[src/design/gcpd_pkg.sv]
// ----------------------------------------------------------------------------
// Gray code pixel decoder package
// Register codes, opcodes and the configuration bundle.
// ----------------------------------------------------------------------------
`default_nettype none

package gcpd_pkg;

  localparam int PIX_W       = 8;
  localparam int CFG_IDX_W   = 3;
  localparam int CFG_DATA_W  = 12;
  localparam int DIM_CMP_W   = 13;
  localparam int FRAME_CMP_W = 7;

  typedef enum logic [CFG_IDX_W-1:0] {
    REG_DECODE_MODE   = 3'd0,
    REG_BIT_THRESHOLD = 3'd1,
    REG_MIN_CONTRAST  = 3'd2,
    REG_PROJ_WIDTH    = 3'd3,
    REG_PROJ_HEIGHT   = 3'd4,
    REG_CAM_WIDTH     = 3'd5,
    REG_CAM_HEIGHT    = 3'd6
  } cfg_reg_e;

  typedef enum logic {
    OP_PIXEL = 1'b0,
    OP_CLEAR = 1'b1
  } opcode_e;

  typedef enum logic {
    MODE_THRESHOLD = 1'b0,
    MODE_ROBUST    = 1'b1
  } mode_e;

  typedef struct packed {
    mode_e              mode;
    logic [8:0]         thr;
    logic signed [9:0]  contrast;
    logic [11:0]        proj_w;
    logic [11:0]        proj_h;
    logic [9:0]         cam_w;
    logic [9:0]         cam_h;
    logic [4:0]         col_bits;
    logic [4:0]         row_bits;
    logic [5:0]         code_bits;
    logic [6:0]         last_frame;
  } cfg_t;

endpackage

`default_nettype wire

[src/design/gcpd_raster.sv]
// ----------------------------------------------------------------------------
// Gray code pixel decoder raster tracker
// Camera position and frame counter, with pixel store address.
// ----------------------------------------------------------------------------
`default_nettype none

module gcpd_raster
  import gcpd_pkg::*;
#(
  parameter int MAX_CAM_WIDTH  = 512,
  parameter int MAX_CAM_HEIGHT = 512,
  parameter int MAX_CODE_BITS  = 11,
  localparam int XW = $clog2(MAX_CAM_WIDTH),
  localparam int YW = $clog2(MAX_CAM_HEIGHT),
  localparam int FW = $clog2(2 + 4 * MAX_CODE_BITS),
  localparam int AW = $clog2(MAX_CAM_WIDTH * MAX_CAM_HEIGHT)
) (
  input  wire logic          clk_i,
  input  wire logic          rst_ni,
  input  wire cfg_t          cfg_i,
  input  wire logic          pix_i,
  input  wire logic          clear_i,
  output logic [XW-1:0]      x_o,
  output logic [YW-1:0]      y_o,
  output logic [FW-1:0]      f_o,
  output logic               last_o,
  output logic [AW-1:0]      addr_o
);

  logic [XW-1:0] rx_q, rx_d;
  logic [YW-1:0] ry_q, ry_d;
  logic [FW-1:0] frame_q, frame_d;
  logic [XW-1:0] x_eff;
  logic [YW-1:0] y_eff;
  logic [FW-1:0] f_eff;
  logic          is_last;
  logic          x_end;
  logic          y_end;

  always_comb begin
    x_eff = (DIM_CMP_W'(rx_q) >= DIM_CMP_W'(cfg_i.cam_w)) ? XW'(cfg_i.cam_w - 10'd1) : rx_q;
    y_eff = (DIM_CMP_W'(ry_q) >= DIM_CMP_W'(cfg_i.cam_h)) ? YW'(cfg_i.cam_h - 10'd1) : ry_q;
    f_eff = (FRAME_CMP_W'(frame_q) > cfg_i.last_frame) ? FW'(cfg_i.last_frame) : frame_q;
    is_last = (FRAME_CMP_W'(f_eff) == cfg_i.last_frame);
    x_end = (DIM_CMP_W'(x_eff) + DIM_CMP_W'(1)) >= DIM_CMP_W'(cfg_i.cam_w);
    y_end = (DIM_CMP_W'(y_eff) + DIM_CMP_W'(1)) >= DIM_CMP_W'(cfg_i.cam_h);
  end

  always_comb begin
    rx_d    = rx_q;
    ry_d    = ry_q;
    frame_d = frame_q;
    if (clear_i) begin
      rx_d    = '0;
      ry_d    = '0;
      frame_d = '0;
    end else if (pix_i) begin
      if (x_end) begin
        rx_d = '0;
        if (y_end) begin
          ry_d    = '0;
          frame_d = is_last ? '0 : f_eff + FW'(1);
        end else begin
          ry_d = y_eff + YW'(1);
        end
      end else begin
        rx_d = x_eff + XW'(1);
        ry_d = y_eff;
      end
    end
  end

  always_ff @(posedge clk_i or negedge rst_ni) begin
    if (!rst_ni) begin
      rx_q    <= '0;
      ry_q    <= '0;
      frame_q <= '0;
    end else begin
      rx_q    <= rx_d;
      ry_q    <= ry_d;
      frame_q <= frame_d;
    end
  end

  assign x_o    = x_eff;
  assign y_o    = y_eff;
  assign f_o    = f_eff;
  assign last_o = is_last;
  assign addr_o = AW'(y_eff) * AW'(MAX_CAM_WIDTH) + AW'(x_eff);

endmodule

`default_nettype wire

[config.mk]
export PLATFORM = sky130hd
export DESIGN_NAME = gcpd_raster
export DESIGN_NICKNAME = d
export VERILOG_FILES = /design/src/design/gcpd_pkg.sv /design/src/design/gcpd_raster.sv
export SDC_FILE = /design/constraint.sdc
export NUM_CORES = 1
export LEC_CHECK = 0
export BUFFER_PORTS_ARGS = -buffer_cell sky130_fd_sc_hd__clkbuf_2
export CORE_UTILIZATION = 47
export DETAILED_ROUTE_END_ITERATION = 8
export GPL_TIMING_DRIVEN = 0
export PLACE_DENSITY_LB_ADDON = 0.1
export SETUP_SLACK_MARGIN = 0.02
export SLEW_MARGIN = 20
export SYNTH_ARGS = -nofsm -noshare
export SYNTH_HDL_FRONTEND = slang
export SYNTH_SLANG_ARGS = --single-unit
export TNS_END_PERCENT = 50
[constraint.sdc]
create_clock -name clk_i -period 4.2 [get_ports clk_i]
set_clock_uncertainty 0.1 [all_clocks]
set_input_delay 0.63 -clock clk_i [delete_from_list [all_inputs] [get_ports clk_i]]
set_output_delay 0.63 -clock clk_i [all_outputs]
set_load 0.03 [all_outputs]
==> out/qor.csv <==
metric,value,unit
starting utilization of the core area,48.8,%
total core area,7810,sq um
Worst Slack Setup Final,-246,ps
main flop type after synthesis,sky130_fd_sc_hd__dfrtp_1,
signed area change from the synthesized netlist to the final layout,47.7,%
first-pass iteration count of the detailed router,5,
biggest area consumer among synthesized cells,sky130_fd_sc_hd__ha_1,
Antenna Nets Post-Route,0,
area of the mapped netlist,3810,sq um
sink count of the clock tree,24,
result of the run,finished with violations,
Worst slew margin,55.5,%
final hold violations,0,
top post-synthesis cells by count,"sky130_fd_sc_hd__ha_1, sky130_fd_sc_hd__nand2_1, sky130_fd_sc_hd__inv_1",
clock slew seen by the registers of the worst setup and hold paths,80,ps
placed cell areas,4620,sq um
Arrival @ worst endpoint,4500,ps
number of antenna violations at the first check in global routing,0,
# IOs,134,
Post-CTS Hold Fix Bufs,0,
count of maximum capacitance violations,0,
Die Wd,92.1,um
DRC violation total after the first TritonRoute iteration,253,
Mapped Avg Cell Area,7.81,sq um
wire length of the first global-routing pass,18700,um
register bit count reported by yosys,24,
Post-Syn Nets,628,
synth top area cells,"sky130_fd_sc_hd__ha_1, sky130_fd_sc_hd__dfrtp_1, sky130_fd_sc_hd__xnor2_1",
YS warnings,0,
part of the Yosys area used for sequential elements,15.7,%
endpoints failing setup,24,
final worst path period need,4450,ps
max-slew violation total from the final report,0,
GRT Overall Usage,27.3,%
areal power density over the cells,113,nW/um^2
vias per std cell,5.71,
reported leakage power,2.54,nW
vertical extent of the die,92.1,um
buffer depth of the longest clock path,2,
total non-filler cell area in the finished layout,5630,sq um
final cycle utilization of the critical path,106,%
post-synthesis instance total,488,
CTS tree,built,
RSZ-0062 raised after global routing,yes,
number of antenna cells inserted,0,
via count of the first global-routing pass,3835,
Congestion Overflow GR,0,
critical path endpoint category,flop,
top-area cell type share of the netlist area,16.1,%
Std-Cell Rows,32,
IO buf count,71,
critical path type,input pin to flop,
Clock Tree Root,sky130_fd_sc_hd__clkbuf_8,
worst hold-check path type,input pin to asynchronous set/reset pin,
number of buffers added by the clock tree synthesis step,3,
post-detailed-route DRC marker count,0,
average routed wire per standard cell,16.4,um
maximum achievable frequency,225,MHz
kind of launch point of the worst setup path,input pin,
maximum fanout count along the critical path,7,
H-tree depth,1,
fin nets,751,
area enclosed by the die boundary,8480,sq um
maximum number of pins on one net before global-route repair,25,
proportion of layout cells with a drive suffix above 1,46.2,%
count of flip-flops with a built-in enable after synthesis,0,
placer's final routability congestion estimate,0.860,
violated checks,negative setup slack,
leading cell type by number of instances after synthesis,sky130_fd_sc_hd__ha_1,
critical path data required time,4250,ps
transition time at the pin with the least slew margin,662,ps
VDD IR max,0.113,mV
Post-DP HPWL,8300,um
detailed-route wire length,11700,um
pre-CTS worst setup slack,-841,ps
share of async-settable or async-resettable flops after synthesis,100,%
via count,4067,
source-to-sink clock delay at the later pin of the worst-skew pair,270,ps
unique cell type count in the Yosys netlist,67,
==> cells in the final DEF, fill, tap and decap left out, types with 16 or more instances in the layout <==
master / n
sky130_fd_sc_hd__a21oi_1: 21
sky130_fd_sc_hd__ha_1: 32
sky130_fd_sc_hd__xnor2_1: 32
sky130_fd_sc_hd__buf_4: 61
sky130_fd_sc_hd__nand2_1: 36
sky130_fd_sc_hd__xor2_1: 16
sky130_fd_sc_hd__clkbuf_2: 63
sky130_fd_sc_hd__inv_1: 21
sky130_fd_sc_hd__dfrtp_1: 22
sky130_fd_sc_hd__nor2_1: 22
==> critical path, cell delays in order <==
cell and delay, ps:
sky130_fd_sc_hd__clkbuf_4 160, sky130_fd_sc_hd__inv_2 60, sky130_fd_sc_hd__ha_1 210, sky130_fd_sc_hd__a211oi_2 230
sky130_fd_sc_hd__nor2_2 100, sky130_fd_sc_hd__a21oi_4 210, sky130_fd_sc_hd__nand2_8 110, sky130_fd_sc_hd__a21oi_4 160
sky130_fd_sc_hd__ha_2 180, sky130_fd_sc_hd__buf_6 140, sky130_fd_sc_hd__nand3_4 100, sky130_fd_sc_hd__nor2_4 130
sky130_fd_sc_hd__buf_6 120, sky130_fd_sc_hd__nand3_4 60, sky130_fd_sc_hd__nand2_2 70, sky130_fd_sc_hd__xnor2_1 100
sky130_fd_sc_hd__ha_1 350, sky130_fd_sc_hd__and4_4 260, sky130_fd_sc_hd__a221oi_4 80, sky130_fd_sc_hd__a21oi_4 270
sky130_fd_sc_hd__buf_6 140, sky130_fd_sc_hd__a21oi_4 50, sky130_fd_sc_hd__and4_1 210, sky130_fd_sc_hd__or3_1 360
==> per-layer routing <==
| layer | track usage, % | routed length, um | up-vias |
|---|---|---|---|
| met3 | 3.65 | 587 | 24 |
| met4 | 5.34 | 211 | 0 |
| li1 | - | - | 1968 |
| met2 | 46.1 | 5660 | 136 |
| met1 | 37.1 | 5210 | 1939 |
| met5 | 0 | 0 | - |
==> worst paths after layout <==
kind	cells past startpoint	slack, ps	from	endpoint
min in group clk_i	2	520	frame_q[0]	frame_q[0]
min	1	260	rst_ni	frame_q[2]
max	24	-250	cfg_i[25]	ry_q[7]
max in group asynchronous	1	3290	rst_ni	ry_q[0]
min reg2reg	2	520	frame_q[0]	frame_q[0]
max reg2reg	22	-240	ry_q[3]	ry_q[7]
==> power breakdown <==
group	switching, mW	total [mW]	internal, mW
Combinational	0.141	0.245	0.104
Clock	0.0728	0.156	0.0837
Sequential	0.00311	0.236	0.233
==> sequential cells by signal, summed over array words and instances (netlist names) <==
name     flops
frame_q      6
rx_q         9
ry_q         9
==> cell type report <==
class | instances | area [sq um]
Buffer | 31 | 283
Clock buffer | 4 | 55.1
Fill cell | 598 | 2180
Inverter | 38 | 151
Multi-Input combinational cell | 392 | 3580
Sequential cell | 24 | 603
Tap cell | 102 | 128
Timing Repair Buffer | 121 | 836
==> metrics by stage <==
step / hold WS (ps) / utilization (%) / setup TNS, ps / power (mW) / std cells
floorplan: 234 / - / -5350 / 0.367 / 488
global placement: 418 / 59.2 / -17940 / 0.425 / 661
detailed placement: 432 / 59.2 / -18350 / 0.430 / 661
CTS: 271 / 66.9 / -1100 / 0.617 / 697
global route: 297 / 72.1 / -6400 / 0.675 / 712
finish: 262 / 72.1 / -2570 / 0.637 / 712
==> kinds of logic (layout without fill, tap and decap cells) <==
logic type,Yosys count,count (layout),share of synthesized area [%]
and+or+nand+nor,155,155,21.2
AOI/OAI and AO/OA,121,121,21.0
buffers and inverters,72,194,9.78
xor gates and xnor gates,51,51,11.7
adders and majority gates,49,49,16.1
DFF,24,24,15.7
muxes,16,16,4.49
==> what timing repair did <==
item / 4_1_cts / 5_1_grt
endpoints found under the hold margin: 0 / 0
resized for setup: 64 / 67
cloned: 1 / 0
pin swaps: 41 / 51
setup endpoints to repair: 24 / 24
buffers inserted: 33 / 16
(Power assumes the default switching activity.)
