===== config.mk =====
export PLATFORM = sky130hd
export DESIGN_NAME = gcpd_ram
export DESIGN_NICKNAME = d
export VERILOG_FILES = /design/src/design/gcpd_ram.sv
export SDC_FILE = /design/constraint.sdc
export NUM_CORES = 1
export LEC_CHECK = 0
export BUFFER_PORTS_ARGS = -buffer_cell sky130_fd_sc_hd__buf_2
export CAP_MARGIN = 20
export CORE_AREA = 2 2 106 108
export DETAILED_ROUTE_END_ITERATION = 10
export DIE_AREA = 0 0 108 110
export GPL_TIMING_DRIVEN = 0
export HOLD_SLACK_MARGIN = 0.12
export PLACE_DENSITY = 0.64
export SYNTH_ARGS = -nofsm -noshare
export SYNTH_HDL_FRONTEND = slang
export SYNTH_SLANG_ARGS = --single-unit

===== constraint.sdc =====
create_clock -name clk_i -period 5.4 [get_ports clk_i]
set_clock_uncertainty 0.15 [all_clocks]
set_input_delay 0.27 -clock clk_i [delete_from_list [all_inputs] [get_ports clk_i]]
set_output_delay 0.27 -clock clk_i [all_outputs]
set_load 0.02 [all_outputs]

===== src/design/gcpd_ram.sv =====
// ----------------------------------------------------------------------------
// Gray code pixel decoder RAM
// Simple dual-port RAM, one write and one registered read port.
// ----------------------------------------------------------------------------
`default_nettype none

module gcpd_ram #(
  parameter int WIDTH = 8,
  parameter int DEPTH = 16,
  localparam int AW = $clog2(DEPTH)
) (
  input  wire logic             clk_i,
  input  wire logic             we_i,
  input  wire logic [AW-1:0]    waddr_i,
  input  wire logic [WIDTH-1:0] wdata_i,
  input  wire logic             re_i,
  input  wire logic [AW-1:0]    raddr_i,
  output logic      [WIDTH-1:0] rdata_o
);

  logic [WIDTH-1:0] mem [DEPTH];
  logic [WIDTH-1:0] rdata_q;

  always_ff @(posedge clk_i) begin
    if (we_i) begin
      mem[waddr_i] <= wdata_i;
    end
    if (re_i) begin
      rdata_q <= mem[raddr_i];
    end
  end

  assign rdata_o = rdata_q;

endmodule

`default_nettype wire


==> results of run 1 <==
[final cells by class]
cell class	count	area share, %
tap	140	2.84
timing repair buffer	41	4.46
sequential	136	66.2
multi-input combinational	83	17.1
clock inverter	7	0.872
clock buffer	24	7.14
buffer	10	1.40
[worst max-delay path, stage by stage]
cell and delay [ns]:
dlygate4sd3_1 0.52, buf_2 0.17, nor3_1 0.72, buf_4 0.28
[worst paths after layout]
kind                            startpoint    endpoint  slack (ns)  cells after the start
worst max-delay path            waddr_i[1]   mem[0][1]        3.50                      4
worst min register to register   mem[8][2]  rdata_o[2]        0.61                      3
worst max register to register   mem[5][0]  rdata_o[0]        3.68                      3
worst min-delay path            waddr_i[2]  mem[12][4]        0.20                      3
[cells by family (layout without fill, tap and decap cells)]
| kind of cell | after synthesis | after routing | share of synthesized area, % |
|---|---|---|---|
| AO/OA/AOI/OAI | 16 | 16 | 2.30 |
| multiplexers | 32 | 32 | 14.8 |
| flip-flops | 136 | 136 | 78.1 |
| AND/OR/NAND/NOR | 35 | 35 | 3.14 |
| buffers and inverters | 10 | 82 | 1.65 |
[per-layer routing]
metal	routed length (um)	global-route usage, %	share of wire (%)
met1	4150	24.2	44
met2	4780	29.0	50
met3	428	5.47	4.5
met4	128	7.42	1.3
met5	0	0	0
[synthesized netlist by cell type, drive strengths merged]
library cell / number
a22oi: 16
nand2b: 2
nor2: 13
nand2: 9
and2b: 1
mux4: 32
or3b: 1
clkdlybuf4s25: 3
edfxtp: 136
and2: 1
nor3: 4
nand3: 1
buf: 7
nand3b: 2
nor2b: 1
[what timing repair did]
action	in CTS	in global routing
setup buffers	0	0
hold buffers	12	0
endpoints found under the hold margin	149	0
[per-stage QoR]
step                total power, W  hold slack [ns]  instances  cell area (um^2)  setup slack, ns
floorplan                  0.00128            0.219        229              5230             3.49
global placement           0.00133            0.482        394              5530             2.91
detailed placement         0.00133            0.485        398              5560             3.10
CTS                        0.00230            0.184        441              6170             3.52
global route               0.00236            0.211        441              6170             3.45
finish                     0.00228            0.204        441              6170             3.50
[registers in the layout, summed over array words and instances (netlist names)]
register	count
mem	128
rdata_o	8
[power groups by stage]
| stage | Combinational, W | Clock [W] | Sequential (W) |
|---|---|---|---|
| 2_1_floorplan | 0.0000600 | 0 | 0.00122 |
| 3_3_place_gp | 0.000114 | 0 | 0.00121 |
| 3_5_place_dp | 0.000118 | 0 | 0.00122 |
| 4_1_cts | 0.000124 | 0.000983 | 0.00120 |
| 5_1_grt | 0.000133 | 0.00103 | 0.00120 |
| 6_report | 0.000122 | 0.000966 | 0.00119 |
==> flow_metrics.env, run 1 <==
export IMPL_status="finished clean"
export IMPL_min_period_ns=1.90
export IMPL_synth_area_um2=5230
export IMPL_cts_tree="done"
export IMPL_switching_share_pct=19.4
export IMPL_tns_ns=0
export IMPL_num_rows=38
export IMPL_areaGrowthSynthToFinish_pct=18.1
export IMPL_crit_fanout=7
export IMPL_mostFrequentLayoutCell="edfxtp_1"
export IMPL_cp_start_kind="primary input"
export IMPL_place_gp_congestion=0.683
export IMPL_initial_core_util_pct=48.9
export IMPL_grt_usage_pct=18.3
export IMPL_cts_buffers=17
export IMPL_clkPwrFrac_pct=42.3
export IMPL_antenna_cells=0
export IMPL_dieHeight_um=110
export IMPL_fin_crit_sh_pct=35.2
export IMPL_worst_ep_required_time_ns=5.46
export IMPL_clkLatencyLatePin_ns=0.51
export IMPL_report_final_setup_viol=0
export IMPL_io_buffers=25
export IMPL_finalHoldViolations=0
export IMPL_multi_input_area_um2=1060
export IMPL_clock_sinks=136
export IMPL_synth_top_area_share_pct=78.1
export IMPL_vias=2449
export IMPL_finish_utilization_pct=57.7
export IMPL_ys_seq_elements=136
export IMPL_pwr_share_seq_pct=52.3
export IMPL_syn_inst=229
export IMPL_powerDensity_nw_per_um2=370
export IMPL_htree_levels=4
export IMPL_die_area_um2=11900
export IMPL_coreArea_um2=10700
export IMPL_die_w_um=108
export IMPL_switching_power_w=0.000444
export IMPL_drive_gt1_share_pct=25.6
export IMPL_drc_errors=0
export IMPL_leakage_nw=2.07
export IMPL_wl_per_cell_um=21.5
export IMPL_clockBufferDepth=2
export IMPL_ir_drop_v=0.000181
export IMPL_worstMarginPinSlew_ns=0.864
export IMPL_pwr_share_comb_pct=5.4
export IMPL_ant_nets=0
export IMPL_wirelength_mm=9.49
export IMPL_critical_path_class="in -> reg"
export IMPL_synth_warnings=0
export IMPL_ioPinCount=27
export IMPL_initialDrtViolationCount=174
export IMPL_end_kind="flip-flop"
export IMPL_rsz0062_at_grt="false"
export IMPL_report_final_slew_viol_count=0
export IMPL_layout_common_cells="edfxtp_1, buf_2, mux4_2, a22oi_1, clkbuf_16"
export IMPL_viasPerCell=5.55
export IMPL_ys_top_cells_by_area="edfxtp_1, mux4_2, mux4_1, a22oi_1, nor2_1"
export IMPL_syn_area_per_cell_um2=22.8
export IMPL_grt_pass1_vias=2547
export IMPL_clockRootBuffer="clkbuf_8"
export IMPL_final_nets=308
export IMPL_grt_pass1_wl_mm=14.7
export IMPL_cts_resized=0
export IMPL_grt_overflow_total=0
export IMPL_fmax_ghz=0.526
export IMPL_p_int_w=0.00184
export IMPL_synth_seq_area_share_pct=78.1
export IMPL_maxCapViolations=0
export IMPL_yosysTopAreaCell="edfxtp_1"
export IMPL_syn_num_nets=248
export IMPL_hold_class="in -> reg"
export IMPL_path_clk_slew_ns=0.05
export IMPL_slew_limit_headroom_pct=42.0
export IMPL_n_fill_cell=818
export IMPL_grt_max_degree=17
export IMPL_synthDistinctLibCells=18
export IMPL_antenna_found_initial=0
export IMPL_hpwl_mm=6.09
export IMPL_regArea_um2=4080
export IMPL_cp_arrival_ns=1.96
export IMPL_dr_pass1_iters=4
Power figures use the tool's default switching activity.
==> inputs of run 2 (changes only) <==
--- a/config.mk
+++ b/config.mk
@@ -12,7 +12,7 @@
 export DIE_AREA = 0 0 108 110
 export GPL_TIMING_DRIVEN = 0
 export HOLD_SLACK_MARGIN = 0.12
-export PLACE_DENSITY = 0.64
+export PLACE_DENSITY = 0.66
 export SYNTH_ARGS = -nofsm -noshare
 export SYNTH_HDL_FRONTEND = slang
 export SYNTH_SLANG_ARGS = --single-unit
==> constraint.sdc (replaced) <==
create_clock -name clk_i -period 1.5 [get_ports clk_i]
set_clock_uncertainty 0.15 [all_clocks]
set_input_delay 0.075 -clock clk_i [delete_from_list [all_inputs] [get_ports clk_i]]
set_output_delay 0.075 -clock clk_i [all_outputs]
set_load 0.02 [all_outputs]
==> flow_metrics.env, run 2 (synthesis results as in run 1) <==
export IMPL_status="complete, but fails checks"
export IMPL_violations="negative hold slack, negative setup slack"
export IMPL_ir_drop_v=0.000896
export IMPL_cp_start_kind="flip-flop"
export IMPL_slowest_stage="mux4_2"
export IMPL_leakage_nw=2.11
export IMPL_min_from="waddr_i[0]"
export IMPL_grt_max_degree=17
export IMPL_antenna_cells=0
export IMPL_mostFrequentLayoutCell="edfxtp_1"
export IMPL_rsz0062_at_grt="true"
export IMPL_layout_common_cells="edfxtp_1, buf_2, mux4_2, clkbuf_16, nor2_1"
export IMPL_maxCapViolations=0
export IMPL_clockBufferDepth=2
export IMPL_slew_limit_headroom_pct=38.9
export IMPL_die_w_um=108
export IMPL_ant_nets=0
export IMPL_clockRootBuffer="clkbuf_8"
export IMPL_tns_ns=-0.334
export IMPL_fin_crit_sh_pct=106
export IMPL_io_buffers=25
export IMPL_cts_tree="done"
export IMPL_cts_setup_buffers=0
export IMPL_r2r_end="rdata_o[0]"
export IMPL_fmax_ghz=0.631
export IMPL_coreArea_um2=10700
export IMPL_end_kind="flip-flop"
export IMPL_wirelength_mm=9.93
export IMPL_worstMarginPinSlew_ns=0.912
export IMPL_clock_sinks=136
export IMPL_ioPinCount=27
export IMPL_viasPerCell=5.61
export IMPL_placed_cell_area_um2=5560
export IMPL_num_rows=38
export IMPL_grt_pass1_wl_mm=15.2
export IMPL_min_period_ns=1.58
export IMPL_grt_overflow_total=0
export IMPL_rrSetupSlack_ns=-0.08
export IMPL_initial_core_util_pct=48.9
export IMPL_die_area_um2=11900
export IMPL_cp_arrival_ns=1.70
export IMPL_cts_buffers=17
export IMPL_place_gp_congestion=0.724
export IMPL_finalHoldViolations=19
export IMPL_max_stage_delay_ns=0.48
export IMPL_final_cell_area_um2=6330
export IMPL_rr_startpoint="mem[1][0]"
export IMPL_n_fill_cell=755
export IMPL_drc_errors=0
export IMPL_clkLatencyLatePin_ns=0.52
export IMPL_powerDensity_nw_per_um2=1460
export IMPL_drive_gt1_share_pct=35.7
export IMPL_report_final_slew_viol_count=0
export IMPL_final_cells=440
export IMPL_crit_chain="mux4_2 -> a22oi_2 -> nand2_1"
export IMPL_grt_pass1_vias=2524
export IMPL_path_clk_slew_ns=0.06
export IMPL_dieHeight_um=110
export IMPL_cpLargestDelayFamily="multiplexers"
export IMPL_initialDrtViolationCount=185
export IMPL_largest_register_ffs=128
export IMPL_setup_slack_ns=-0.0840
export IMPL_hold_class="in -> reg"
export IMPL_antenna_found_initial=0
export IMPL_whs_ns=-0.104
export IMPL_ff2ff_path_depth=3
export IMPL_crit_path_end="rdata_o[0]"
export IMPL_report_final_setup_viol=8
export IMPL_crit_fanout=1
export IMPL_vias=2467
export IMPL_dpl_cell_count=397
export IMPL_power_w=0.00925
export IMPL_areaGrowthSynthToFinish_pct=21.1
export IMPL_hpwl_mm=6.04
export IMPL_path_buf_inv=0
export IMPL_crit_cells=3
export IMPL_grt_usage_pct=19.1
export IMPL_critical_path_class="reg -> reg"
export IMPL_top_register="mem"
export IMPL_final_nets=306
export IMPL_worst_ep_required_time_ns=1.62
export IMPL_dr_pass1_iters=5
export IMPL_wl_per_cell_um=22.6
export IMPL_startpoint="mem[1][0]"
export IMPL_cts_hold_buf=11
export IMPL_htree_levels=4
==> run 2: worst register-to-register path, stage by stage (launching register included) <==
cell	delay, ns
edfxtp_1	0.38
mux4_2	0.48
a22oi_2	0.24
nand2_1	0.10
==> run 2: layer usage <==
| layer | GRT usage [%] | vias to the layer above | part of all wire (%) |
|---|---|---|---|
| li1 | - | 1095 | - |
| met5 | 0 | - | 0 |
| met4 | 6.23 | 0 | 1.3 |
| met3 | 7.76 | 11 | 7.8 |
| met2 | 27.8 | 100 | 49 |
| met1 | 26.7 | 1261 | 42 |
==> run 2: worst min path at each step <==
stage               cells after the start          to  slack, ns
floorplan                               0   mem[0][0]       0.02
global placement                        1  rdata_o[0]       0.28
detailed placement                      1  rdata_o[2]       0.29
CTS                                     2   mem[4][5]      -0.14
global route                            2   mem[0][2]      -0.10
finish                                  2   mem[4][5]      -0.10
==> run 2: final cells by class <==
cell class	instances	area, um^2	area share (%)
Clock buffer	17	414	6.54
Clock inverter	15	231	3.66
Timing Repair Buffer	39	258	4.07
Sequential cell	136	4080	64.5
Multi-Input combinational cell	83	1070	17.0
Buffer	10	93.8	1.48
Tap cell	140	175	2.77
==> run 2: where the power goes <==
group / switching [W] / internal (W)
Sequential: 0.0000192 / 0.00428
Clock: 0.00147 / 0.00301
Combinational: 0.000268 / 0.000198
==> run 2: stage by stage <==
| step | setup WS, ns | utilization (%) |
|---|---|---|
| CTS | -0.0998 | 59.2 |
| floorplan | -0.000964 | - |
| finish | -0.0840 | 59.2 |
| global placement | -0.540 | 51.8 |
| detailed placement | -0.409 | 52.0 |
| global route | -0.152 | 59.2 |
==> run 2: what timing repair did <==
item,4_1_cts,5_1_grt
endpoints found under the hold margin,258,53
pin swaps,10,1
resized for setup,16,2
gates cloned,0,0
endpoints found under the setup margin,8,8
