### src/design/gcpd_pkg.sv
// ----------------------------------------------------------------------------
// Gray code pixel decoder package
// Register codes, opcodes and the configuration bundle.
// ----------------------------------------------------------------------------
`default_nettype none

package gcpd_pkg;

  localparam int PIX_W       = 8;
  localparam int CFG_IDX_W   = 3;
  localparam int CFG_DATA_W  = 12;
  localparam int DIM_CMP_W   = 13;
  localparam int FRAME_CMP_W = 7;

  typedef enum logic [CFG_IDX_W-1:0] {
    REG_DECODE_MODE   = 3'd0,
    REG_BIT_THRESHOLD = 3'd1,
    REG_MIN_CONTRAST  = 3'd2,
    REG_PROJ_WIDTH    = 3'd3,
    REG_PROJ_HEIGHT   = 3'd4,
    REG_CAM_WIDTH     = 3'd5,
    REG_CAM_HEIGHT    = 3'd6
  } cfg_reg_e;

  typedef enum logic {
    OP_PIXEL = 1'b0,
    OP_CLEAR = 1'b1
  } opcode_e;

  typedef enum logic {
    MODE_THRESHOLD = 1'b0,
    MODE_ROBUST    = 1'b1
  } mode_e;

  typedef struct packed {
    mode_e              mode;
    logic [8:0]         thr;
    logic signed [9:0]  contrast;
    logic [11:0]        proj_w;
    logic [11:0]        proj_h;
    logic [9:0]         cam_w;
    logic [9:0]         cam_h;
    logic [4:0]         col_bits;
    logic [4:0]         row_bits;
    logic [5:0]         code_bits;
    logic [6:0]         last_frame;
  } cfg_t;

endpackage

`default_nettype wire

### src/design/gcpd_decode.sv
// ----------------------------------------------------------------------------
// Gray code pixel decoder bit update
// Updates one pixel entry for the current frame and converts the finished
// codes to binary with the projector range check.
// ----------------------------------------------------------------------------
`default_nettype none

module gcpd_decode
  import gcpd_pkg::*;
#(
  parameter int MAX_CODE_BITS = 11,
  localparam int CW = MAX_CODE_BITS,
  localparam int FW = $clog2(2 + 4 * MAX_CODE_BITS),
  localparam int EW = PIX_W + 1 + 2 * CW
) (
  input  wire cfg_t            cfg_i,
  input  wire logic [FW-1:0]   f_i,
  input  wire logic            last_i,
  input  wire logic [PIX_W-1:0] pix_i,
  input  wire logic [EW-1:0]   entry_i,
  output logic      [EW-1:0]   entry_o,
  output logic                 match_o,
  output logic      [CW-1:0]   proj_x_o,
  output logic      [CW-1:0]   proj_y_o
);

  localparam int MASK_BIT = PIX_W;
  localparam int COL_LO   = PIX_W + 1;
  localparam int ROW_LO   = PIX_W + 1 + CW;
  localparam int GS       = $clog2(CW);
  localparam int PCW      = (CW > 12) ? CW : 12;

  function automatic logic [CW-1:0] gray_to_bin(logic [CW-1:0] g);
    logic [CW-1:0] b;
    b = g;
    for (int s = 0; s < GS; s++) begin
      b = b ^ (b >> (1 << s));
    end
    return b;
  endfunction

  logic [PIX_W-1:0]       held;
  logic                   mask;
  logic [CW-1:0]          col;
  logic [CW-1:0]          row;
  logic [FRAME_CMP_W-1:0] ff;
  logic [FRAME_CMP_W-1:0] kk;
  logic [FRAME_CMP_W-1:0] cbe;
  logic [FRAME_CMP_W-1:0] rbe;
  logic                   set_en;
  logic                   bit_on;
  logic signed [9:0]      diff;
  logic                   lit;

  always_comb begin
    held   = entry_i[PIX_W-1:0];
    mask   = entry_i[MASK_BIT];
    col    = entry_i[COL_LO +: CW];
    row    = entry_i[ROW_LO +: CW];
    ff     = FRAME_CMP_W'(f_i);
    kk     = '0;
    cbe    = FRAME_CMP_W'(cfg_i.col_bits);
    rbe    = FRAME_CMP_W'(cfg_i.row_bits);
    set_en = 1'b0;
    bit_on = 1'b0;
    diff   = signed'({2'b00, held}) - signed'({2'b00, pix_i});

    if (cfg_i.mode == MODE_THRESHOLD) begin
      if (ff == '0) begin
        col = '0;
        row = '0;
      end
      set_en = (cfg_i.code_bits != '0);
      kk     = ff;
      bit_on = ({1'b0, pix_i} >= cfg_i.thr);
    end else if (ff == FRAME_CMP_W'(0)) begin
      held = pix_i;
    end else if (ff == FRAME_CMP_W'(1)) begin
      mask = (diff >= cfg_i.contrast);
      col  = '0;
      row  = '0;
    end else if (!ff[0]) begin
      held = pix_i;
    end else begin
      set_en = 1'b1;
      kk     = (ff - FRAME_CMP_W'(3)) >> 1;
      bit_on = (held > pix_i);
    end

    if (set_en && bit_on) begin
      if (kk < cbe) begin
        col = col | (CW'(1) << (cbe - FRAME_CMP_W'(1) - kk));
      end else if ((kk - cbe) < rbe) begin
        row = row | (CW'(1) << (rbe - FRAME_CMP_W'(1) - (kk - cbe)));
      end
    end
  end

  always_comb begin
    entry_o  = {row, col, mask, held};
    proj_x_o = gray_to_bin(col);
    proj_y_o = gray_to_bin(row);
    lit      = (cfg_i.mode == MODE_THRESHOLD) || mask;
    match_o  = last_i && lit
             && (PCW'(proj_x_o) < PCW'(cfg_i.proj_w))
             && (PCW'(proj_y_o) < PCW'(cfg_i.proj_h));
  end

endmodule

`default_nettype wire

### config.mk
export PLATFORM = sky130hd
export DESIGN_NAME = gcpd_decode
export DESIGN_NICKNAME = d
export VERILOG_FILES = /design/src/design/gcpd_pkg.sv /design/src/design/gcpd_decode.sv
export SDC_FILE = /design/constraint.sdc
export NUM_CORES = 1
export LEC_CHECK = 0
export BUFFER_PORTS_ARGS = -buffer_cell sky130_fd_sc_hd__clkbuf_2
export CORE_MARGIN = 2
export CORE_UTILIZATION = 38
export DETAILED_ROUTE_END_ITERATION = 6
export PLACE_DENSITY = 0.68
export SYNTH_ARGS = -nofsm -noshare
export SYNTH_HDL_FRONTEND = slang
export SYNTH_SLANG_ARGS = --single-unit
### constraint.sdc
create_clock -name vclk -period 11.7
set_clock_uncertainty 0.2 [all_clocks]
set_input_delay 2.34 -clock vclk [all_inputs]
set_output_delay 2.34 -clock vclk [all_outputs]
set_load 0.05 [all_outputs]
==> flow_metrics.env, run 1 <==
export IMPL_die_w_microns=105
export IMPL_vias_per_cell=5.30
export IMPL_first_iter_violations=182
export IMPL_detail_route_antenna_nets=0
export IMPL_slew_violations=0
export IMPL_grt_overflow_total=0
export IMPL_yosys_area_top_type="sky130_fd_sc_hd__ha_1"
export IMPL_power_density_mw_per_mm2=104
export IMPL_diodes=0
export IMPL_mostFrequentLayoutCell="sky130_fd_sc_hd__clkbuf_2"
export IMPL_buffer_ports_inserted=160
export IMPL_path_max_fanout=5
export IMPL_grt_pass1_wl_microns=19800
export IMPL_total_power_mw=0.531
export IMPL_synth_sequential_area_ratio_pct=0
export IMPL_cap_viol_max_count=0
export IMPL_timing_final_crit_period_ps=11430
export IMPL_layout_area_seq_sq_um=0
export IMPL_p_leak_nw=2.83
export IMPL_route_detailed_wl_per_inst_microns=13.8
export IMPL_grt_antenna_before_repair=0
export IMPL_finalSetupViolations=0
export IMPL_routed_wirelength_microns=11700
export IMPL_die_height_microns=105
export IMPL_critical_path_slowest_cell="sky130_fd_sc_hd__xor3_4"
export IMPL_synth_cell_area_sq_mm=0.00388
export IMPL_hpwl_microns=10300
export IMPL_end_kind="output pin"
export IMPL_globalplace_congestion=0.921
export IMPL_cp_slowest_stage_delay_ps=540
export IMPL_postCtsHoldBufs=0
export IMPL_areaGrowthSynthToFinish_pct=31.9
export IMPL_maxSlewHeadroom_pct=59.6
export IMPL_synth_top_cell_area_share_pct=22.6
export IMPL_dieArea_sq_mm=0.0110
export IMPL_postSynthNetCount=763
export IMPL_pin_count_of_the_biggest_net_entering_global_routing=37
export IMPL_sequential_cell_total=0
export IMPL_track_usage_pct=20.8
export IMPL_detail_route_first_pass_iterations=4
export IMPL_netlist_cell_type_count=70
export IMPL_detailed_place_area_sq_mm=0.00498
export IMPL_worst_slack_ps=270
export IMPL_worstMarginPinSlew_ps=605
export IMPL_final_period_utilization_pct=97.7
export IMPL_core_rowCount=36
export IMPL_initial_utilization_pct=39.3
export IMPL_worst_endpoint_arrival_ps=8890
export IMPL_setup_worst_path_start_class="primary input"
export IMPL_drc_errors=0
export IMPL_layout_cells_most_common_list="157 x sky130_fd_sc_hd__clkbuf_2, 83 x sky130_fd_sc_hd__inv_1, 64 x sky130_fd_sc_hd__ha_1"
export IMPL_hold_path_class="primary input to output pin"
export IMPL_total_number_of_vias=4501
export IMPL_place_worst_setup_slack_ps=-2.77
export IMPL_final_hold_worst_slack_ps=4930
export IMPL_final_clkbuf_count=0
export IMPL_critPathKind="primary input to output pin"
export IMPL_hold_viol_final=0
export IMPL_pin_count=187
export IMPL_syn_avg_cell_area_sq_um=6.98
export IMPL_setup_total_negative_slack_ps=0
export IMPL_syn_instance_count=556
export IMPL_yosys_warnings=0
export IMPL_run_status="complete, no violations"
export IMPL_grt_pass1_vias=4402
export IMPL_cp_required_ps=9160
export IMPL_fp_coreArea_sq_mm=0.00986
export IMPL_netlist_top_cells_area="sky130_fd_sc_hd__ha_1 23%, sky130_fd_sc_hd__inv_1 8.4%, sky130_fd_sc_hd__nand2_1 4.5%"
export IMPL_fillCellCount=1017
export IMPL_layout_drive_gt1_share_pct=32.5
export IMPL_final_nets=925
export IMPL_vdd_ir_drop_worst_uv=105
export IMPL_finish_instance_area_sq_mm=0.00512
export IMPL_clock_fmax_mhz=87.5
[critical path: cells and delay by family]
kind,cells,cell delay [ps]
compound gates,12,2230
simple gates,7,1780
xor+xnor,5,1160
fa+ha+maj,3,800
buf+inv,4,560
[report_power, final]
part	switching, mW	leakage [nW]	internal, mW	total, mW
logic	0.332	2.83	0.199	0.531
clock network	0	0	0	0
registers	0	0	0	0
[metrics by stage]
| step | instances | util, % |
|---|---|---|
| after detailed placement | 843 | 50.5 |
| after global routing | 849 | 51.9 |
| after CTS | 843 | 50.6 |
| after floorplan | 556 | - |
| after global placement | 843 | 50.5 |
| final | 849 | 51.9 |
[layer usage]
| layer | up-vias | wire [microns] | global-route usage, % |
|---|---|---|---|
| li1 | 2299 | - | - |
| met1 | 2040 | 4820 | 24.9 |
| met2 | 158 | 5980 | 40.6 |
| met3 | 4 | 852 | 2.74 |
| met4 | 0 | 73 | 1.71 |
| met5 | - | 0 | 0 |
[cells in the mapped netlist (all sizes together) (8+ instances only)]
cell type	count
a211oi	9
a21o	15
a21oi	29
a22o	10
clkbuf	12
ha	70
inv	87
nand2	47
nand2b	8
nand3	10
nor2	37
nor2b	12
nor3	18
o21a	14
o21ai	36
xnor2	20
xor2	18
[cells by family (layout without fill, tap and decap cells)]
family,count (synthesis),in the layout,synth area share (%)
compound gates,159,159,28.4
simple gates,169,169,22.4
buf+inv,106,266,11.0
xor+xnor,42,42,11.7
fa+ha+maj,74,74,24.6
mux,6,6,1.90
[path summary, 6_finish.rpt]
path	from	endpoint	slack, ps	depth (start not counted)
max	f_i[5]	match_o	270	31
min	entry_i[5]	entry_o[5]	4930	4
[cell type report]
type	count	area [sq um]	area share, %
well taps	133	166	3.25
repair buffers	179	956	18.7
multi-input cells	450	3670	71.7
inverters	87	327	6.38
[what timing repair did]
item,in CTS,in global routing
hold endpoints to repair,0,0
gates cloned,0,0
setup buffers,0,6
setup endpoints to repair,1,1
gates resized for setup,1,27
pin swaps,0,12
Note: power is estimated with default switching activity, not from simulation.
==> run 2: changes to the inputs <==
Clock period 11.7 ns to 14.7 ns, I/O delays scaled along.
==> run 2 against run 1 <==
  * Non-clock buffer count decreased by 17
  * Sequential share of layout area unchanged
  * Worst hold slack improved by 1200 ps
  * Combinational power decreased by 27%
  * Design area decreased by 6.8%
  * Via count decreased by 1.8%
  * Final cell count decreased by 2.0%
  * Critical path depth increased by 1
  * Critical path type unchanged
  * First-iteration DRC count decreased by 3.8%
  * Wire length decreased by 2.5%
  * Setup slack improved by 870 ps
  * Clock-buffer cell count unchanged
==> flow_metrics.env, run 2 (synthesized netlist as in run 1, its figures left out) <==
export IMPL_hold_viol_final=0
export IMPL_cts_resized=0
export IMPL_dieArea_sq_mm=0.0110
export IMPL_final_hold_worst_slack_ps=6110
export IMPL_finalSetupViolations=0
export IMPL_final_clkbuf_count=0
export IMPL_layout_area_seq_sq_um=0
export IMPL_power_share_combinational_pct=100.0
export IMPL_diodes=0
export IMPL_p_leak_nw=2.70
export IMPL_core_rowCount=36
export IMPL_routed_wirelength_microns=11400
export IMPL_final_nets=908
export IMPL_route_detailed_wl_per_inst_microns=13.7
export IMPL_track_usage_pct=20.0
export IMPL_switching_share_of_total_power_pct=65.5
export IMPL_power_density_mw_per_mm2=80.9
export IMPL_power_internal_mw=0.133
export IMPL_area_of_combinational_cells_with_multiple_inputs_sq_mm=0.00346
export IMPL_worst_slack_ps=1140
export IMPL_pin_count=187
export IMPL_critical_path_slowest_cell="sky130_fd_sc_hd__xor3_2"
export IMPL_vias_per_cell=5.31
export IMPL_place_worst_setup_slack_ps=1210
export IMPL_fillCellCount=1041
export IMPL_critPathKind="primary input to output pin"
export IMPL_detail_route_antenna_nets=0
export IMPL_clock_fmax_mhz=73.7
export IMPL_slew_violations=0
export IMPL_detail_route_first_pass_iterations=4
export IMPL_grt_pass1_wl_microns=19100
export IMPL_grt_pass1_vias=4268
export IMPL_end_kind="output pin"
export IMPL_setup_total_negative_slack_ps=0
export IMPL_first_iter_violations=175
export IMPL_cp_common_cell="sky130_fd_sc_hd__inv_1"
export IMPL_layout_drive_gt1_share_pct=26.3
export IMPL_layout_cells_most_common_list="160 x sky130_fd_sc_hd__clkbuf_2, 87 x sky130_fd_sc_hd__inv_1, 70 x sky130_fd_sc_hd__ha_1"
export IMPL_grt_antenna_before_repair=0
export IMPL_die_height_microns=105
export IMPL_total_number_of_vias=4418
export IMPL_cap_viol_max_count=0
export IMPL_vdd_ir_drop_worst_uv=63.5
export IMPL_worst_path_buf_inv=6
export IMPL_grt_overflow_total=0
export IMPL_power_share_sequential_pct=0
export IMPL_cp_slowest_stage_delay_ps=580
export IMPL_setup_worst_path_start_class="primary input"
export IMPL_pin_count_of_the_biggest_net_entering_global_routing=37
export IMPL_run_status="complete, no violations"
export IMPL_timing_final_crit_period_ps=13560
export IMPL_initial_utilization_pct=39.3
export IMPL_die_w_microns=105
export IMPL_total_switching_power_mw=0.253
export IMPL_hold_path_class="primary input to output pin"
export IMPL_postCtsHoldBufs=0
export IMPL_hpwl_microns=10200
export IMPL_post_cts_repair_setup_buffers=0
export IMPL_mostFrequentLayoutCell="sky130_fd_sc_hd__clkbuf_2"
export IMPL_areaGrowthSynthToFinish_pct=23.0
export IMPL_cp_required_ps=11560
export IMPL_worst_endpoint_arrival_ps=10420
export IMPL_maxSlewHeadroom_pct=60.7
export IMPL_fp_coreArea_sq_mm=0.00986
export IMPL_rsz_0062_raised_after_global_routing="no"
export IMPL_drc_errors=0
export IMPL_worstMarginPinSlew_ps=585
export IMPL_globalplace_congestion=0.894
export IMPL_critPathTopFamily="compound AO/OA/AOI/OAI gates"
export IMPL_power_clock_fraction_pct=0
export IMPL_sequential_cell_total=0
export IMPL_final_period_utilization_pct=92.3
export IMPL_path_max_fanout=11
export IMPL_buffer_ports_inserted=160
## run 2: cell types whose count changed in the layout (fill, tap and decap cells not counted), sizes merged
cell    change
buf        -19
clkbuf      +2
## run 2: final cells by class
cell class,instances,area share (%)
multi-input combinational,450,72.6
timing repair buffer,162,17.1
inverter,87,6.84
tap,133,3.49
## run 2: through the flow
stage / util (%) / total power, mW / cells / instance area (sq um)
2_1_floorplan: - / 0.298 / 556 / 3880
3_3_place_gp: 48.4 / 0.377 / 832 / 4770
3_5_place_dp: 48.4 / 0.385 / 832 / 4770
4_1_cts: 48.4 / 0.387 / 832 / 4770
5_1_grt: 48.4 / 0.423 / 832 / 4770
6_report: 48.4 / 0.386 / 832 / 4770
## run 2: worst paths after layout
check	from	end	cells past startpoint
setup / recovery	cfg_i[86]	match_o	32
hold / removal	entry_i[6]	entry_o[6]	4
## run 2: tightest hold or removal path: cells and delay by family
family                 cells  cell delay, ps
AO/OA/AOI/OAI              1              60
buffers and inverters      2             330
AND/OR/NAND/NOR            1              40
## run 2: power by group through the flow
| stage | Combinational [mW] | Clock, mW | Sequential, mW |
|---|---|---|---|
| after global placement | 0.377 | 0 | 0 |
| final | 0.386 | 0 | 0 |
| after CTS | 0.387 | 0 | 0 |
| after floorplan | 0.298 | 0 | 0 |
| after detailed placement | 0.385 | 0 | 0 |
| after global routing | 0.423 | 0 | 0 |
## run 2: metal layers
layer  part of all wire [%]  track usage, %  vias up
met1                     43            24.2     2014
met3                    5.9            2.25        6
met4                   0.55            1.24        0
li1                       -               -     2254
met2                     50            39.3      144
met5                      0               0        -
