[src/design/gcpd_pkg.sv]
// ----------------------------------------------------------------------------
// Gray code pixel decoder package
// Register codes, opcodes and the configuration bundle.
// ----------------------------------------------------------------------------
`default_nettype none

package gcpd_pkg;

  localparam int PIX_W       = 8;
  localparam int CFG_IDX_W   = 3;
  localparam int CFG_DATA_W  = 12;
  localparam int DIM_CMP_W   = 13;
  localparam int FRAME_CMP_W = 7;

  typedef enum logic [CFG_IDX_W-1:0] {
    REG_DECODE_MODE   = 3'd0,
    REG_BIT_THRESHOLD = 3'd1,
    REG_MIN_CONTRAST  = 3'd2,
    REG_PROJ_WIDTH    = 3'd3,
    REG_PROJ_HEIGHT   = 3'd4,
    REG_CAM_WIDTH     = 3'd5,
    REG_CAM_HEIGHT    = 3'd6
  } cfg_reg_e;

  typedef enum logic {
    OP_PIXEL = 1'b0,
    OP_CLEAR = 1'b1
  } opcode_e;

  typedef enum logic {
    MODE_THRESHOLD = 1'b0,
    MODE_ROBUST    = 1'b1
  } mode_e;

  typedef struct packed {
    mode_e              mode;
    logic [8:0]         thr;
    logic signed [9:0]  contrast;
    logic [11:0]        proj_w;
    logic [11:0]        proj_h;
    logic [9:0]         cam_w;
    logic [9:0]         cam_h;
    logic [4:0]         col_bits;
    logic [4:0]         row_bits;
    logic [5:0]         code_bits;
    logic [6:0]         last_frame;
  } cfg_t;

endpackage

`default_nettype wire

[src/design/gcpd_cfg_regs.sv]
// ----------------------------------------------------------------------------
// Gray code pixel decoder configuration registers
// Register file with derived code bit counts, clamped camera size and
// sequence length.
// ----------------------------------------------------------------------------
`default_nettype none

module gcpd_cfg_regs
  import gcpd_pkg::*;
#(
  parameter int MAX_CAM_WIDTH  = 512,
  parameter int MAX_CAM_HEIGHT = 512,
  parameter int MAX_CODE_BITS  = 11
) (
  input  wire logic                  clk_i,
  input  wire logic                  rst_ni,
  input  wire logic                  cfg_we_i,
  input  wire logic [CFG_IDX_W-1:0]  cfg_idx_i,
  input  wire logic [CFG_DATA_W-1:0] cfg_wdata_i,
  output cfg_t                       cfg_o
);

  function automatic logic [4:0] code_bits(logic [11:0] n);
    logic [4:0] b;
    b = 5'(MAX_CODE_BITS);
    for (int k = MAX_CODE_BITS - 1; k >= 0; k--) begin
      if (17'(n) <= (17'd1 << k)) begin
        b = 5'(k);
      end
    end
    return b;
  endfunction

  function automatic logic [9:0] clamp_dim(logic [9:0] v, int unsigned maxv);
    logic [9:0] r;
    if (v == 10'd0) begin
      r = 10'd1;
    end else if (DIM_CMP_W'(v) > DIM_CMP_W'(maxv)) begin
      r = 10'(maxv);
    end else begin
      r = v;
    end
    return r;
  endfunction

  mode_e             mode_q, mode_d;
  logic [8:0]        thr_q, thr_d;
  logic signed [9:0] contrast_q, contrast_d;
  logic [11:0]       proj_w_q, proj_w_d;
  logic [11:0]       proj_h_q, proj_h_d;
  logic [9:0]        cam_w_q, cam_w_d;
  logic [9:0]        cam_h_q, cam_h_d;
  logic [4:0]        col_bits_q, col_bits_d;
  logic [4:0]        row_bits_q, row_bits_d;
  logic [5:0]        nbits;
  logic [6:0]        last_frame;

  always_comb begin
    mode_d     = mode_q;
    thr_d      = thr_q;
    contrast_d = contrast_q;
    proj_w_d   = proj_w_q;
    proj_h_d   = proj_h_q;
    cam_w_d    = cam_w_q;
    cam_h_d    = cam_h_q;
    col_bits_d = col_bits_q;
    row_bits_d = row_bits_q;
    if (cfg_we_i) begin
      case (cfg_reg_e'(cfg_idx_i))
        REG_DECODE_MODE:   mode_d     = mode_e'(cfg_wdata_i[0]);
        REG_BIT_THRESHOLD: thr_d      = cfg_wdata_i[8:0];
        REG_MIN_CONTRAST:  contrast_d = signed'(cfg_wdata_i[9:0]);
        REG_PROJ_WIDTH: begin
          proj_w_d   = cfg_wdata_i;
          col_bits_d = code_bits(cfg_wdata_i);
        end
        REG_PROJ_HEIGHT: begin
          proj_h_d   = cfg_wdata_i;
          row_bits_d = code_bits(cfg_wdata_i);
        end
        REG_CAM_WIDTH:     cam_w_d = clamp_dim(cfg_wdata_i[9:0], MAX_CAM_WIDTH);
        REG_CAM_HEIGHT:    cam_h_d = clamp_dim(cfg_wdata_i[9:0], MAX_CAM_HEIGHT);
        default: ;
      endcase
    end
  end

  always_ff @(posedge clk_i or negedge rst_ni) begin
    if (!rst_ni) begin
      mode_q     <= MODE_THRESHOLD;
      thr_q      <= 9'd128;
      contrast_q <= '0;
      proj_w_q   <= 12'd1024;
      proj_h_q   <= 12'd768;
      cam_w_q    <= clamp_dim(10'd512, MAX_CAM_WIDTH);
      cam_h_q    <= clamp_dim(10'd512, MAX_CAM_HEIGHT);
      col_bits_q <= code_bits(12'd1024);
      row_bits_q <= code_bits(12'd768);
    end else begin
      mode_q     <= mode_d;
      thr_q      <= thr_d;
      contrast_q <= contrast_d;
      proj_w_q   <= proj_w_d;
      proj_h_q   <= proj_h_d;
      cam_w_q    <= cam_w_d;
      cam_h_q    <= cam_h_d;
      col_bits_q <= col_bits_d;
      row_bits_q <= row_bits_d;
    end
  end

  always_comb begin
    nbits = 6'(col_bits_q) + 6'(row_bits_q);
    if (mode_q == MODE_ROBUST) begin
      last_frame = {nbits, 1'b1};
    end else if (nbits == 6'd0) begin
      last_frame = '0;
    end else begin
      last_frame = 7'(nbits) - 7'd1;
    end
  end

  always_comb begin
    cfg_o.mode       = mode_q;
    cfg_o.thr        = thr_q;
    cfg_o.contrast   = contrast_q;
    cfg_o.proj_w     = proj_w_q;
    cfg_o.proj_h     = proj_h_q;
    cfg_o.cam_w      = cam_w_q;
    cfg_o.cam_h      = cam_h_q;
    cfg_o.col_bits   = col_bits_q;
    cfg_o.row_bits   = row_bits_q;
    cfg_o.code_bits  = nbits;
    cfg_o.last_frame = last_frame;
  end

endmodule

`default_nettype wire

[config.mk]
export PLATFORM = sky130hd
export DESIGN_NAME = gcpd_cfg_regs
export DESIGN_NICKNAME = d
export VERILOG_FILES = /design/src/design/gcpd_pkg.sv /design/src/design/gcpd_cfg_regs.sv
export SDC_FILE = /design/constraint.sdc
export NUM_CORES = 1
export LEC_CHECK = 0
export BUFFER_PORTS_ARGS = -buffer_cell sky130_fd_sc_hd__buf_2
export CORE_UTILIZATION = 30
export CTS_BUF_LIST = sky130_fd_sc_hd__clkbuf_4
export CTS_CLUSTER_DIAMETER = 80
export DETAILED_ROUTE_END_ITERATION = 10
export PLACE_DENSITY = 0.62
export SETUP_SLACK_MARGIN = 0.1
export SYNTH_ARGS = -nofsm -noshare
export SYNTH_HDL_FRONTEND = slang
export SYNTH_SLANG_ARGS = --single-unit
[constraint.sdc]
create_clock -name clk_i -period 2.9 [get_ports clk_i]
set_input_delay 0.58 -clock clk_i [delete_from_list [all_inputs] [get_ports clk_i]]
set_output_delay 0.58 -clock clk_i [all_outputs]
set_load 0.1 [all_outputs]
==> flow_metrics.env, run 1 <==
export IMPL_rows=38
export IMPL_utilization_pct=43.19
export IMPL_cts_hold_buffers_added=0
export IMPL_synth_flop_cell="dfrtp_1"
export IMPL_route_detailed_drc=0
export IMPL_reg2reg_from="col_bits_q[1]"
export IMPL_whs_ps=264.8
export IMPL_cp_max_fo=4
export IMPL_grt_total_usage_pct=16.24
export IMPL_gp_congestion=0.8055
export IMPL_hp_class="in -> async"
export IMPL_synth_area_leader_cell="dfrtp_1"
export IMPL_cts_root_buf="clkbuf_4"
export IMPL_pre_cts_ws_ps=-131.0
export IMPL_grt_pass1_vias=2730
export IMPL_power_leakage_nw=2.144
export IMPL_hold_violations=0
export IMPL_maxCapViolCount=0
export IMPL_h_tree_depth=3
export IMPL_fmax_mhz=304.4
export IMPL_ys_ff_latch=72
export IMPL_ios=105
export IMPL_via_count=2773
export IMPL_crit_type="reg -> out"
export IMPL_arrival_ps=2700
export IMPL_start_util_pct=31.12
export IMPL_placed_cell_area_mm2=0.004324
export IMPL_final_area_mm2=0.004743
export IMPL_finClkSkew_ps=0
export IMPL_finalSetupTns_ps=-2496
export IMPL_antenna_found_initial=0
export IMPL_r2r_cells=5
export IMPL_port_buffers=101
export IMPL_tightest_slew_ps=871.1
export IMPL_violations="setup timing"
export IMPL_rsz0062_at_grt="true"
export IMPL_core_mm2=0.01098
export IMPL_synth_top_cell_area_share_pct=45.39
export IMPL_seq_area_frac_synth_pct=53.07
export IMPL_drt_iter0_markers=86
export IMPL_powerDensity_mw_per_mm2=1137
export IMPL_die_h_um=108.7
export IMPL_final_period_utilization_pct=113.3
export IMPL_first_pass_iters=4
export IMPL_synth_avg_cell_area_um2=11.28
export IMPL_r2r_setup_slack_ps=1670
export IMPL_wl_per_cell_um=16.28
export IMPL_outcome="complete, but fails checks"
export IMPL_clock_latency_ps=400
export IMPL_timing_rr_end="col_bits_q[1]"
export IMPL_yosys_top_cells_count="dfrtp_1, mux2_2, nand2_1"
export IMPL_hpwl_mm=6.343
export IMPL_die_x_um=108.7
export IMPL_yosys_cell_count_top_type="dfrtp_1"
export IMPL_critPathLaunchType="flop"
export IMPL_syn_area_mm2=0.003418
export IMPL_syn_inst=303
export IMPL_crit_required_ps=2320
export IMPL_overflow=0
export IMPL_path_clk_slew_ps=130
export IMPL_grt_max_degree=70
export IMPL_synth_edf_count=0
export IMPL_ys_top_cells_by_area="dfrtp_1, mux2_2, dfstp_2"
export IMPL_drive_gt1_share_pct=55.69
export IMPL_fin_ws_ps=-384.7
export IMPL_setup_violations=7
export IMPL_via_per_inst=4.925
export IMPL_final_nets=442
export IMPL_finalCriticalPeriod_ps=3285
export IMPL_tritoncts="done"
export IMPL_filler_cell_count=1034
export IMPL_die_area_mm2=0.01183
export IMPL_drv_slew=0
export IMPL_cp_end_kind="output port"
export IMPL_numCtsBuffers=9
export IMPL_clkSinkCount=72
export IMPL_synthToLayoutAreaGrowth_pct=38.76
export IMPL_ant_nets=0
export IMPL_clockBufferDepth=2
export IMPL_peakVddDrop_v=0.0007424
export IMPL_ys_warn_count=0
export IMPL_slew_headroom_pct=41.92
export IMPL_synth_cell_types=51
export IMPL_async_reset_ff_share_pct=100.0
export IMPL_grt_first_pass_wirelength_mm=14.27
export IMPL_wirelength_mm=9.167
-- kinds of logic after synthesis --
group | synth area share (%)
AOI/OAI and AO/OA | 9.517
xor gates and xnor gates | 0.5125
adders and majority gates | 2.782
buffers and inverters | 4.832
DFF | 53.07
muxes | 16.65
other | 0.1097
and+or+nand+nor | 12.52
-- worst max-delay path, cell delays in order (launching register included) --
cell	delay, ps
dfstp_4	660
inv_4	40
fa_2	340
nor2b_2	160
a21oi_1	80
or4_4	470
nor2_4	130
buf_6	150
o41ai_4	70
buf_6	210
-- per-layer routing --
layer  share of wire, %  track usage [%]
met5                  0                0
met4                1.1            5.985
met3                5.9            4.304
met2                 51            26.90
met1                 42            20.28
-- cell usage in the layout, fill, tap and decap left out, types with 6 or more instances in the layout --
cell type,instances
dfrtp_1,58
nand2_1,31
buf_2,89
nor2_1,10
inv_1,6
dfstp_2,8
buf_12,9
a21oi_1,7
buf_6,7
buf_4,21
o21ai_0,22
mux2_2,44
nand2b_1,9
clkbuf_4,11
-- metrics by stage --
step                std cells  total power [mW]
floorplan                 305             3.902
global placement          536             4.406
detailed placement        536             4.436
CTS                       557             5.373
global route              562             5.617
finish                    563             5.394
-- worst max path at each step --
stage / from / cells past startpoint / endpoint
2_1_floorplan: col_bits_q[1] / 7 / cfg_o[4]
3_3_place_gp: col_bits_q[1] / 9 / cfg_o[3]
3_5_place_dp: col_bits_q[1] / 9 / cfg_o[3]
4_1_cts: row_bits_q[1] / 9 / cfg_o[3]
5_1_grt: col_bits_q[1] / 7 / cfg_o[3]
6_report: col_bits_q[1] / 9 / cfg_o[3]
-- timing repair --
action	CTS	global route
pin swaps	11	4
buffers inserted	5	6
setup endpoints to repair	10	11
gates resized for setup	31	14
-- flip-flops by register name, summed over array words and instances (netlist names) --
| name | cells |
|---|---|
| col_bits_q | 4 |
| thr_q | 9 |
| cam_w_q | 10 |
| proj_h_q | 12 |
| cam_h_q | 10 |
| contrast_q | 10 |
| mode_q | 1 |
| row_bits_q | 4 |
| proj_w_q | 12 |
-- report_power, final --
group          leakage, nW  internal, mW  switching [mW]
clock network       0.0840         0.357           0.349
registers            0.867          1.22           0.113
logic                 1.19         0.784            2.57
total                 2.14          2.36            3.03
-- final cells by class --
class / instances / area (um2) / share of cell area [%]
flip-flops and latches: 72 / 1832 / 38.62
well taps: 140 / 175.2 / 3.693
inverters: 11 / 51.30 / 1.082
diodes: 1 / 2.502 / 0.05276
multi-input cells: 196 / 1653 / 34.85
clock inverters: 6 / 85.08 / 1.794
repair buffers: 127 / 869.6 / 18.33
clock buffers: 10 / 75.07 / 1.583
Note: power is estimated with default switching activity, not from simulation.
==> inputs of run 2 (changes only) <==
--- a/config.mk
+++ b/config.mk
@@ -5,12 +5,13 @@
 export SDC_FILE = /design/constraint.sdc
 export NUM_CORES = 1
 export LEC_CHECK = 0
+export ABC_AREA = 1
 export BUFFER_PORTS_ARGS = -buffer_cell sky130_fd_sc_hd__buf_2
 export CORE_UTILIZATION = 30
 export CTS_BUF_LIST = sky130_fd_sc_hd__clkbuf_4
 export CTS_CLUSTER_DIAMETER = 80
 export DETAILED_ROUTE_END_ITERATION = 10
-export PLACE_DENSITY = 0.62
+export PLACE_DENSITY = 0.63
 export SETUP_SLACK_MARGIN = 0.1
 export SYNTH_ARGS = -nofsm -noshare
 export SYNTH_HDL_FRONTEND = slang
==> run 2 against run 1 <==
Compared with the run above:
- the flow still finishes with violations (setup timing)
- area after synthesis down 2.0%
- sequential power is essentially flat
- utilization down 1.5 points
- cell area shrank 4.8%
- global-route usage up 1.5 points
- routed wire length increased by 5.5%
- sequential share of layout area increased by 2.0 points
- largest cell class unchanged
- largest power group unchanged
==> flow_metrics.env, run 2 <==
export IMPL_async_reset_ff_share_pct=100.0
export IMPL_violations="setup timing"
export IMPL_grt_pass1_vias=3055
export IMPL_route_detailed_drc=0
export IMPL_r2r_cells=2
export IMPL_grt_first_pass_wirelength_mm=15.68
export IMPL_rows=38
export IMPL_tritoncts="done"
export IMPL_synth_cell_types=31
export IMPL_ys_ff_latch=72
export IMPL_crit_required_ps=2320
export IMPL_ios=105
export IMPL_clock_latency_ps=410
export IMPL_clockBufferDepth=2
export IMPL_cts_root_buf="clkbuf_4"
export IMPL_filler_cell_count=1113
export IMPL_numCtsBuffers=9
export IMPL_syn_area_mm2=0.003348
export IMPL_antenna_found_initial=0
export IMPL_first_pass_iters=5
export IMPL_seq_area_frac_synth_pct=54.19
export IMPL_hold_violations=0
export IMPL_layout_common_cells="nand2_1, buf_2, o21ai_0, dfrtp_1, inv_1"
export IMPL_slew_headroom_pct=43.17
export IMPL_hpwl_mm=7.056
export IMPL_yosys_cell_count_top_type="nand2_1"
export IMPL_fin_ws_ps=-213.8
export IMPL_core_mm2=0.01084
export IMPL_gp_congestion=0.8976
export IMPL_drive_gt1_share_pct=37.38
export IMPL_die_area_mm2=0.01159
export IMPL_die_x_um=107.6
export IMPL_cp_max_fo=4
export IMPL_grt_max_degree=48
export IMPL_synthToLayoutAreaGrowth_pct=34.83
export IMPL_final_common_cell="nand2_1"
export IMPL_h_tree_depth=3
export IMPL_synth_area_leader_cell="dfrtp_1"
export IMPL_wl_per_cell_um=14.85
export IMPL_powerDensity_mw_per_mm2=1100
export IMPL_whs_ps=148.8
export IMPL_final_nets=532
export IMPL_finClkSkew_ps=0
export IMPL_crit_type="reg -> out"
export IMPL_synth_top_cell_area_share_pct=46.34
export IMPL_r2r_setup_slack_ps=2010
export IMPL_setup_violations=7
export IMPL_final_period_utilization_pct=107.4
export IMPL_ys_warn_count=0
export IMPL_via_count=3055
export IMPL_rsz0062_at_grt="true"
export IMPL_reg_largest_list="proj_h_q x12, proj_w_q x12"
export IMPL_dp_cells=629
export IMPL_path_clk_slew_ps=120
export IMPL_overflow=0
export IMPL_power_leakage_nw=2.315
export IMPL_syn_inst=399
export IMPL_synth_avg_cell_area_um2=8.392
export IMPL_tightest_slew_ps=850.4
export IMPL_port_buffers=101
export IMPL_start_util_pct=30.89
export IMPL_drv_slew=0
export IMPL_arrival_ps=2530
export IMPL_drt_iter0_markers=154
export IMPL_synth_edf_count=0
export IMPL_clkSinkCount=72
export IMPL_insertedDiodeCount=0
export IMPL_ys_top_cells_by_area="dfrtp_1, nand2_1, o21ai_0"
export IMPL_hp_class="in -> async"
export IMPL_critPathLaunchType="flop"
export IMPL_die_h_um=107.6
export IMPL_wirelength_mm=9.670
export IMPL_finalCriticalPeriod_ps=3114
export IMPL_synth_flop_cell="dfrtp_1"
export IMPL_cts_hold_buffers_added=0
export IMPL_cp_end_kind="output port"
export IMPL_maxCapViolCount=0
export IMPL_yosys_top_cells_count="nand2_1, dfrtp_1, o21ai_0"
export IMPL_finish_cell_count_without_fillers=651
export IMPL_grt_total_usage_pct=17.70
export IMPL_via_per_inst=4.693
export IMPL_peakVddDrop_v=0.0008651
export IMPL_outcome="complete, but fails checks"
export IMPL_fmax_mhz=321.2
export IMPL_ant_nets=0
run 2: cell types whose count changed in the layout (fill, tap and decap cells not counted), sizes merged, moves of 4 or more:
cell,previous run,this run
nand2,31,136
mux2,47,0
o21ai,26,66
inv,9,38
buf,126,111
nor2,13,27
nand2b,10,0
nand3,0,9
mux2i,4,0
run 2: layout make-up:
type                       count  area (um2)  area share, %
clock inverter                 5       25.02         0.5543
inverter                      38       145.1          3.215
tap                          140       175.2          3.880
multi-input combinational    275        1518          33.62
sequential                    72        1832          40.58
clock buffer                  10       75.07          1.663
timing repair buffer         111       744.5          16.49
run 2: logic make-up after synthesis:
family | Yosys count | share of synthesized area (%)
simple gates | 179 | 22.09
compound gates | 82 | 12.97
flops | 72 | 54.19
buf+inv | 54 | 6.540
fa+ha+maj | 7 | 2.840
xor+xnor | 4 | 1.271
other cells | 1 | 0.1120
run 2: final timing paths:
path	from	to
worst max-delay path	col_bits_q[1]	cfg_o[5]
worst min-delay path	rst_ni	contrast_q[4]
worst max register to register	row_bits_q[1]	row_bits_q[1]
worst min register to register	proj_h_q[10]	proj_h_q[10]
max in group asynchronous	rst_ni	proj_h_q[8]
min in group clk_i	cfg_wdata_i[10]	proj_w_q[10]
run 2: per-layer routing:
metal,track usage (%),routed length [um],vias to the layer above
li1,-,-,1492
met1,22.93,4132,1422
met2,27.84,4597,129
met3,5.145,761,12
met4,6.654,180,0
met5,0,0,-
run 2: power by group:
group | total [mW] | internal [mW] | leakage (nW) | switching [mW]
Combinational | 3.13 | 0.676 | 1.37 | 2.45
Clock | 0.516 | 0.173 | 0.0571 | 0.343
Sequential | 1.32 | 1.21 | 0.891 | 0.116
Total | 4.97 | 2.05 | 2.32 | 2.91
run 2: worst max-delay path, stage by stage, from the launching register on:
cell     delay, ps
dfstp_4        660
inv_4           30
fa_2           410
xnor2_4        150
inv_2           90
nand2_4         60
nor2_4         140
nand2_4         90
o31ai_4        280
buf_12         210
run 2: through the flow:
step                      TNS, ps  utilization (%)  area, um2  total power, mW  setup slack (ps)
after floorplan             -5853                -       3505            3.710            -978.5
after global placement          0            39.20       4249            4.249             182.9
after detailed placement        0            39.20       4249            4.280             128.8
after CTS                   -1525            40.88       4432            4.895            -252.0
after global routing        -2198            41.64       4514            5.172            -353.5
final                       -1305            41.64       4514            4.967            -213.8
run 2: repair_timing:
action,CTS,global route
gates cloned,0,0
setup buffers,5,2
setup endpoints to repair,11,10
pin swaps,10,8
gates resized for setup,13,18
